$ cat src/rtl/lrukv_pkg.sv
// Shared types and constants for the LRU key-value cache.
package lrukv_pkg;

  localparam int KEY_W          = 32;
  localparam int VAL_W          = 32;
  localparam int CAP_W          = 5;
  localparam int DEFAULT_ENTRIES = 16;
  localparam logic [CAP_W-1:0] CAP_RESET = 5'd16;
  localparam logic [VAL_W-1:0] MISS_VALUE = '1;

  typedef enum logic {
    MODE_GET = 1'b0,
    MODE_PUT = 1'b1
  } mode_e;

  // One request held in the input register
  typedef struct packed {
    logic             valid;
    mode_e            mode;
    logic [KEY_W-1:0] key;
    logic [VAL_W-1:0] value;
  } req_t;

  // Lookup outcome handed from the store to the result register
  typedef struct packed {
    logic             hit;
    logic [VAL_W-1:0] read_value;
    logic             evicted;
    logic [KEY_W-1:0] evicted_key;
  } rsp_t;

endpackage

$ cat src/rtl/lrukv_store.sv
// Entry storage, parallel key compare and recency rank update.
module lrukv_store #(
  parameter int ENTRIES = lrukv_pkg::DEFAULT_ENTRIES
) (
  input  logic                   clk_i,
  input  logic                   rst_ni,
  input  logic                   cfg_we_i,
  input  logic [lrukv_pkg::CAP_W-1:0] cfg_wdata_i,
  input  lrukv_pkg::req_t        req_i,
  output lrukv_pkg::rsp_t        rsp_o
);
  import lrukv_pkg::*;

  localparam int RANK_W = (ENTRIES > 1) ? $clog2(ENTRIES) : 1;
  localparam int OCC_W  = $clog2(ENTRIES + 1);
  localparam int CMP_W  = (OCC_W > CAP_W) ? OCC_W : CAP_W;

  logic [KEY_W-1:0]  key_q  [ENTRIES];
  logic [VAL_W-1:0]  val_q  [ENTRIES];
  logic [RANK_W-1:0] rank_q [ENTRIES];
  logic [RANK_W-1:0] rank_d [ENTRIES];
  logic [ENTRIES-1:0] valid_q, valid_d;
  logic [OCC_W-1:0]  occ_q, occ_d;
  logic [CAP_W-1:0]  cap_q;

  logic [ENTRIES-1:0] hit_sel, free_sel, lru_sel, ins_sel;
  logic [RANK_W-1:0]  hit_rank, lru_rank;
  logic [CMP_W-1:0]   cap_ext, eff_cap;
  logic               hit, full, do_insert, do_evict, put_hit;
  logic [VAL_W-1:0]   hit_val;
  logic [KEY_W-1:0]   lru_key;

  // Clamp capacity to the range one to ENTRIES
  always_comb begin
    cap_ext = CMP_W'(cap_q);
    if (cap_ext == '0) begin
      eff_cap = CMP_W'(1);
    end else if (cap_ext > CMP_W'(ENTRIES)) begin
      eff_cap = CMP_W'(ENTRIES);
    end else begin
      eff_cap = cap_ext;
    end
  end

  assign full     = CMP_W'(occ_q) >= eff_cap;
  // Valid ranks are always a permutation of 0..occupancy-1
  assign lru_rank = RANK_W'(occ_q - OCC_W'(1));

  // Compare all keys, pick first hit, first free slot and the oldest entry
  always_comb begin
    logic hit_found, free_found;
    hit_found  = 1'b0;
    free_found = 1'b0;
    hit_sel    = '0;
    free_sel   = '0;
    lru_sel    = '0;
    hit_rank   = '0;
    hit_val    = '0;
    lru_key    = '0;
    for (int i = 0; i < ENTRIES; i++) begin
      if (valid_q[i] && key_q[i] == req_i.key && !hit_found) begin
        hit_sel[i] = 1'b1;
        hit_found  = 1'b1;
      end
      if (!valid_q[i] && !free_found) begin
        free_sel[i] = 1'b1;
        free_found  = 1'b1;
      end
      lru_sel[i] = valid_q[i] && rank_q[i] == lru_rank;
    end
    for (int i = 0; i < ENTRIES; i++) begin
      hit_rank = hit_rank | (rank_q[i] & {RANK_W{hit_sel[i]}});
      hit_val  = hit_val  | (val_q[i]  & {VAL_W{hit_sel[i]}});
      lru_key  = lru_key  | (key_q[i]  & {KEY_W{lru_sel[i]}});
    end
    hit = hit_found;
  end

  assign put_hit   = req_i.valid && req_i.mode == MODE_PUT && hit;
  assign do_insert = req_i.valid && req_i.mode == MODE_PUT && !hit;
  assign do_evict  = do_insert && full;
  assign ins_sel   = do_evict ? lru_sel : free_sel;

  // Next ranks, valid bits and occupancy
  always_comb begin
    valid_d = valid_q;
    occ_d   = occ_q;
    for (int i = 0; i < ENTRIES; i++) begin
      rank_d[i] = rank_q[i];
    end
    if (req_i.valid && hit) begin
      for (int i = 0; i < ENTRIES; i++) begin
        if (hit_sel[i]) begin
          rank_d[i] = '0;
        end else if (valid_q[i] && rank_q[i] < hit_rank) begin
          rank_d[i] = rank_q[i] + RANK_W'(1);
        end
      end
    end else if (do_insert) begin
      for (int i = 0; i < ENTRIES; i++) begin
        if (ins_sel[i]) begin
          rank_d[i] = '0;
        end else if (valid_q[i]) begin
          rank_d[i] = rank_q[i] + RANK_W'(1);
        end
      end
      valid_d = valid_q | ins_sel;
      if (!do_evict) begin
        occ_d = occ_q + OCC_W'(1);
      end
    end
  end

  // Control state: a capacity write clears the store
  always_ff @(posedge clk_i or negedge rst_ni) begin
    if (!rst_ni) begin
      cap_q   <= CAP_RESET;
      valid_q <= '0;
      occ_q   <= '0;
      for (int i = 0; i < ENTRIES; i++) begin
        rank_q[i] <= '0;
      end
    end else if (cfg_we_i) begin
      cap_q   <= cfg_wdata_i;
      valid_q <= '0;
      occ_q   <= '0;
      for (int i = 0; i < ENTRIES; i++) begin
        rank_q[i] <= '0;
      end
    end else begin
      valid_q <= valid_d;
      occ_q   <= occ_d;
      for (int i = 0; i < ENTRIES; i++) begin
        rank_q[i] <= rank_d[i];
      end
    end
  end

  // Entry payload: write key and value on insert, value on put hit
  always_ff @(posedge clk_i) begin
    for (int i = 0; i < ENTRIES; i++) begin
      if (do_insert && ins_sel[i]) begin
        key_q[i] <= req_i.key;
        val_q[i] <= req_i.value;
      end else if (put_hit && hit_sel[i]) begin
        val_q[i] <= req_i.value;
      end
    end
  end

  // Shape the response
  always_comb begin
    rsp_o.hit         = hit;
    rsp_o.evicted     = do_evict;
    rsp_o.evicted_key = do_evict ? lru_key : '0;
    if (req_i.mode == MODE_PUT) begin
      rsp_o.read_value = '0;
    end else if (hit) begin
      rsp_o.read_value = hit_val;
    end else begin
      rsp_o.read_value = MISS_VALUE;
    end
  end

endmodule

$ cat src/rtl/lru_key_value_cache.sv
// Top level of the fully associative LRU key-value cache.
// A request is taken on every cycle that start_i is high (busy_o stays low: the
// store needs no clearing pass, since valid bits sit in flip-flops). Each request
// passes through an input register and then, through a combinational key compare and
// rank update over all entries, into the result register. done_o rises in the cycle
// after the item is taken, and one result follows per cycle. The result is shown for
// exactly one cycle and cannot be held off. Writing the capacity register clears all
// entries at once; write it only while no request is in flight.
module lru_key_value_cache #(
  parameter int ENTRIES = lrukv_pkg::DEFAULT_ENTRIES
) (
  input  logic                        clk_i,
  input  logic                        rst_ni,
  input  logic                        start_i,
  output logic                        busy_o,
  input  logic                        mode_i,
  input  logic signed [lrukv_pkg::KEY_W-1:0] key_i,
  input  logic signed [lrukv_pkg::VAL_W-1:0] value_i,
  input  logic                        cfg_we_i,
  input  logic [lrukv_pkg::CAP_W-1:0] cfg_wdata_i,
  output logic                        done_o,
  output logic                        hit_o,
  output logic signed [lrukv_pkg::VAL_W-1:0] read_value_o,
  output logic                        evicted_o,
  output logic signed [lrukv_pkg::KEY_W-1:0] evicted_key_o
);
  import lrukv_pkg::*;

  req_t             req_q;
  rsp_t             rsp;
  logic             done_q;
  logic             hit_q, evicted_q;
  logic [VAL_W-1:0] read_value_q;
  logic [KEY_W-1:0] evicted_key_q;

  assign busy_o = 1'b0;

  // Capture an item whenever one is offered
  always_ff @(posedge clk_i or negedge rst_ni) begin
    if (!rst_ni) begin
      req_q.valid <= 1'b0;
      req_q.mode  <= MODE_GET;
      req_q.key   <= '0;
      req_q.value <= '0;
    end else begin
      req_q.valid <= start_i && !busy_o;
      req_q.mode  <= mode_e'(mode_i);
      req_q.key   <= key_i;
      req_q.value <= value_i;
    end
  end

  lrukv_store #(
    .ENTRIES(ENTRIES)
  ) u_store (
    .clk_i      (clk_i),
    .rst_ni     (rst_ni),
    .cfg_we_i   (cfg_we_i),
    .cfg_wdata_i(cfg_wdata_i),
    .req_i      (req_q),
    .rsp_o      (rsp)
  );

  // Register the result and pulse the strobe
  always_ff @(posedge clk_i or negedge rst_ni) begin
    if (!rst_ni) begin
      done_q <= 1'b0;
    end else begin
      done_q <= req_q.valid;
    end
  end

  always_ff @(posedge clk_i) begin
    hit_q         <= rsp.hit;
    read_value_q  <= rsp.read_value;
    evicted_q     <= rsp.evicted;
    evicted_key_q <= rsp.evicted_key;
  end

  assign done_o        = done_q;
  assign hit_o         = hit_q;
  assign read_value_o  = read_value_q;
  assign evicted_o     = evicted_q;
  assign evicted_key_o = evicted_key_q;

endmodule

$ cat config.mk
export PLATFORM = sky130hd
export DESIGN_NAME = lru_key_value_cache
export DESIGN_NICKNAME = d
export VERILOG_FILES = /design/src/rtl/lrukv_pkg.sv /design/src/rtl/lrukv_store.sv /design/src/rtl/lru_key_value_cache.sv
export SDC_FILE = /design/constraint.sdc
export NUM_CORES = 2
export LEC_CHECK = 0
export BUFFER_PORTS_ARGS = -buffer_cell sky130_fd_sc_hd__buf_2
export CAP_MARGIN = 20
export CORE_MARGIN = 2
export CORE_UTILIZATION = 50
export CTS_CLUSTER_SIZE = 28
export DETAILED_ROUTE_END_ITERATION = 8
export PLACE_DENSITY = 0.65
export SYNTH_ARGS = -nofsm -noshare
export SYNTH_HDL_FRONTEND = slang
export SYNTH_SLANG_ARGS = --single-unit
$ cat constraint.sdc
create_clock -name clk_i -period 8.4 [get_ports clk_i]
set_input_delay 1.68 -clock clk_i [delete_from_list [all_inputs] [get_ports clk_i]]
set_output_delay 1.68 -clock clk_i [all_outputs]
set_load 0.005 [all_outputs]
==> flow_results.xml <==
<?xml version="1.0" encoding="UTF-8"?>
<metrics>
  <group name="yosys">
    <metric name="synth.avg_cell_area" unit="um^2">13.0</metric>
    <metric name="register_area_share_after_synthesis" unit="">0.640</metric>
    <metric name="synth-main-ff-cell" unit="">edfxtp_1</metric>
    <metric name="synth_enable_flop_cells" unit="">1024</metric>
    <metric name="synth.yosys.warnings" unit="">0</metric>
    <metric name="syn_std_cell_area" unit="um^2">56200</metric>
    <metric name="yosys_register_bits" unit="">1247</metric>
    <metric name="synthArstFlopShare" unit="">0.126</metric>
    <metric name="netlist_instances" unit="">4324</metric>
    <metric name="syn_nets" unit="">4437</metric>
    <metric name="synth.distinct_cells" unit="">94</metric>
  </group>
  <group name="finish">
    <metric name="final_layout_size_suffix_gt1_frac" unit="">0.136</metric>
    <metric name="layoutNonFillerInstCount" unit="">6146</metric>
    <metric name="areaGrowthSynthToFinish" unit="%">14.1</metric>
    <metric name="nets" unit="">4633</metric>
    <metric name="final_cell_area" unit="um^2">64100</metric>
    <metric name="finalCoreUtilization" unit="">0.573</metric>
  </group>
  <group name="setup_path">
    <metric name="setup.worst_path.end" unit="">u_store.rank_q[58]</metric>
    <metric name="crit_required" unit="ns">9.04</metric>
    <metric name="reg2reg_setup_slack" unit="ns">0.75</metric>
    <metric name="timing_worst_setup_path_type" unit="">register to register</metric>
    <metric name="critPathCaptureType" unit="">register</metric>
    <metric name="origin_of_the_critical_flop_to_flop_path" unit="">req_q[38]</metric>
    <metric name="critical_path_peak_fanout" unit="">21</metric>
    <metric name="r2r_end" unit="">u_store.rank_q[58]</metric>
    <metric name="crit_start" unit="">req_q[38]</metric>
    <metric name="worstSetupStartpointType" unit="">register</metric>
    <metric name="worst_ep_arrival_time" unit="ns">8.30</metric>
    <metric name="ff2ff_path_depth" unit="">19</metric>
  </group>
  <group name="place">
    <metric name="buffer_ports.inserted" unit="">140</metric>
    <metric name="dpl_worst_slack" unit="ns">1.34</metric>
    <metric name="gp_congestion" unit="">1.12</metric>
    <metric name="placed_wire_length_estimate" unit="mm">181</metric>
    <metric name="detailed_place.area" unit="um^2">59300</metric>
    <metric name="instance_count_after_placement_with_tap_cells_included" unit="">5874</metric>
  </group>
  <group name="detailed_routing">
    <metric name="vias" unit="">43157</metric>
    <metric name="avgViaCountPerCell" unit="">7.02</metric>
    <metric name="detail_route.drc_violations" unit="">0</metric>
    <metric name="finalWirelength" unit="mm">255</metric>
    <metric name="detail_route.wl_per_cell" unit="um">41.5</metric>
    <metric name="first_iter_violations" unit="">8081</metric>
    <metric name="drtAntennaViolNets" unit="">0</metric>
    <metric name="dr.pass1.iters" unit="">8</metric>
  </group>
  <group name="floorplanning">
    <metric name="design.die.area" unit="um^2">115000</metric>
    <metric name="dieWidth" unit="um">339</metric>
    <metric name="core.rowCount" unit="">123</metric>
    <metric name="starting_utilization_of_the_core_area" unit="">0.502</metric>
    <metric name="design.portCount" unit="">142</metric>
    <metric name="die_height" unit="um">339</metric>
    <metric name="coreArea" unit="um^2">112000</metric>
  </group>
  <group name="grt">
    <metric name="global_route_wire_length_before_repair" unit="mm">340</metric>
    <metric name="gr-total-overflow" unit="">0</metric>
    <metric name="via_count_of_the_first_global_routing_pass" unit="">39236</metric>
    <metric name="grt_max_degree" unit="">116</metric>
    <metric name="antenna_found_initial" unit="">26</metric>
    <metric name="grt_use_total" unit="">0.436</metric>
  </group>
  <group name="sta">
    <metric name="relSlewSlack" unit="">0.0889</metric>
    <metric name="finalClockSkew" unit="ns">0.0540</metric>
    <metric name="setup_total_negative_slack" unit="ns">0</metric>
    <metric name="rsz0062_at_grt" unit="">no</metric>
    <metric name="setup_viol" unit="">0</metric>
    <metric name="worst_slew_pin_slew" unit="ns">1.36</metric>
    <metric name="finalCriticalPeriod" unit="ns">7.65</metric>
    <metric name="timing.final.hold_violations" unit="">0</metric>
    <metric name="timing.hold.ws" unit="ns">0.516</metric>
    <metric name="layout_worst_path_cycle_share" unit="">0.911</metric>
    <metric name="final-max-slew-violation-count" unit="">0</metric>
    <metric name="layout_setup_ws" unit="ns">0.747</metric>
    <metric name="achievable-frequency" unit="MHz">131</metric>
  </group>
  <group name="clock_network">
    <metric name="clock-sinks" unit="">1247</metric>
    <metric name="cts.clk_slew.worst_paths" unit="ns">0.06</metric>
    <metric name="clock_tree.buffer_depth" unit="">3</metric>
    <metric name="hold_buffers" unit="">0</metric>
    <metric name="clock_tree_from_tritoncts" unit="">done</metric>
    <metric name="clock_latency_reported_for_the_late_side_of_the_worst_skew_pair" unit="ns">0.80</metric>
    <metric name="cts-root-buf" unit="">clkbuf_16</metric>
    <metric name="cts_setup_buffers" unit="">0</metric>
    <metric name="cts_made_buffers" unit="">134</metric>
    <metric name="post_cts_resize_count" unit="">0</metric>
    <metric name="cts_htree_levels" unit="">4</metric>
  </group>
  <group name="status">
    <metric name="status" unit="">complete, no violations</metric>
  </group>
  <group name="power_and_ir_drop">
    <metric name="vdd_drop_max" unit="V">0.000235</metric>
    <metric name="cellLeakagePower" unit="nW">21.5</metric>
    <metric name="fin_total_pwr" unit="mW">14.2</metric>
    <metric name="power.density_cell_area" unit="nW/um^2">222</metric>
  </group>
  <group name="min_path">
    <metric name="hold_path.class" unit="">register to register</metric>
    <metric name="worstHoldStart" unit="">u_store.cap_ext[0]</metric>
  </group>
  <group name="run">
    <metric name="drv_cap" unit="">0</metric>
  </group>
</metrics>
critical path, cell delays in order, from the launching register on:
cell and delay, ns:
dfrtp_1 0.72, xnor2_1 1.00, nand4_1 0.18, nor4_1 0.94
nand3_1 0.43, and2_1 0.30, nand2_1 0.36, inv_1 0.22
nand2_1 0.25, inv_1 0.06, a222oi_1 0.65, nand4_1 0.34
a21oi_1 0.27, buf_4 0.24, ha_1 0.29, a31oi_1 0.16
o21ai_0 0.09, a211oi_1 0.59, o21ai_0 0.20, o2bb2ai_1 0.17
Yosys cell counts, types with 15 or more instances:
cell type / instances / area, um^2
a211oi_1: 21 / 158
a21o_1: 18 / 135
a21oi_1: 107 / 536
a221oi_1: 82 / 718
a222oi_1: 33 / 330
a22o_1: 52 / 455
a22oi_1: 228 / 1710
a31oi_1: 39 / 244
a41oi_1: 33 / 289
and2_1: 22 / 138
and3_1: 30 / 188
buf_1: 16 / 60.1
buf_2: 63 / 315
clkbuf_1: 148 / 556
dfrtp_1: 156 / 3900
dfxtp_1: 66 / 1320
edfxtp_1: 1024 / 30700
ha_1: 39 / 488
inv_1: 71 / 267
mux2_2: 16 / 180
mux2i_1: 27 / 270
nand2_1: 241 / 905
nand2b_1: 31 / 194
nand3_1: 181 / 906
nand4_1: 187 / 1170
nand4b_1: 19 / 166
nor2_1: 241 / 905
nor3_1: 73 / 365
nor4_1: 117 / 732
nor4b_1: 17 / 149
o21ai_0: 67 / 335
o22ai_1: 18 / 113
o2bb2ai_1: 15 / 131
or4_1: 35 / 263
xnor2_1: 325 / 2850
xor2_1: 264 / 2310
how the worst min path moves through the flow:
stage	endpoint	slack, ns	depth (start not counted)
after floorplan	done_o	0.35	0
after global placement	u_store.cap_ext[0]	0.50	1
after detailed placement	u_store.cap_ext[0]	0.51	1
after CTS	u_store.cap_ext[0]	0.53	1
after global routing	u_store.cap_ext[0]	0.54	1
final	u_store.cap_ext[0]	0.52	1
cell families after synthesis:
kind of cell,synth area share
fa+ha+maj,0.00886
buf+inv,0.0239
other cells,0.0000667
flops,0.640
compound gates,0.107
mux,0.00801
xor+xnor,0.0918
simple gates,0.120
power by group:
part	leakage, nW	switching (mW)	internal, mW
Sequential	11.7	0.236	6.79
Combinational	7.44	0.684	0.267
Clock	2.27	2.68	3.57
layer usage:
layer / GRT usage / routed length, um
met2: 0.576 / 100000
met3: 0.194 / 42200
met4: 0.179 / 12200
met1: 0.620 / 100000
met5: 0.00531 / 144
layout make-up:
class	count	area, um^2
Fill cell	9122	47900
Sequential cell	1247	36000
Multi-Input combinational cell	2761	19300
Clock buffer	172	3650
Timing Repair Buffer	303	1990
Tap cell	1500	1880
Clock inverter	76	1060
Inverter	73	274
Antenna cell	14	35.0
sequential cells by signal, summed over array words and instances (netlist names), 5 cells and up:
name	flops
u_store.valid_q	16
u_store.val_q	512
evicted_key_o	32
read_value_o	32
u_store.key_q	512
u_store.cap_ext	5
req_q	66
u_store.occ_q	5
u_store.rank_q	64
placed cells by master (no fill, tap or decap), types with 16 or more instances in the layout:
| master | n |
|---|---|
| edfxtp_1 | 1024 |
| xnor2_1 | 324 |
| xor2_1 | 263 |
| nand2_1 | 241 |
| a22oi_1 | 228 |
| nor2_1 | 220 |
| nand4_1 | 187 |
| nand3_1 | 180 |
| dfrtp_1 | 155 |
| buf_4 | 154 |
| buf_2 | 141 |
| clkbuf_16 | 134 |
| nor4_1 | 113 |
| a21oi_1 | 105 |
| a221oi_1 | 82 |
| inv_1 | 70 |
| o21ai_0 | 66 |
| dfxtp_1 | 66 |
| nor3_1 | 55 |
| a22o_1 | 52 |
| a31oi_1 | 39 |
| ha_1 | 39 |
| or4_1 | 34 |
| a222oi_1 | 33 |
| a41oi_1 | 33 |
| nand2b_1 | 30 |
| and3_1 | 27 |
| mux2i_1 | 27 |
| clkbuf_1 | 23 |
| clkinv_1 | 22 |
| clkinv_2 | 22 |
| a211oi_1 | 21 |
| nor2_4 | 21 |
| nand4b_1 | 19 |
| nor3_2 | 19 |
| o22ai_1 | 18 |
| clkbuf_8 | 17 |
| nor4b_1 | 16 |
| mux2_2 | 16 |
Note: power is estimated with default switching activity, not from simulation.
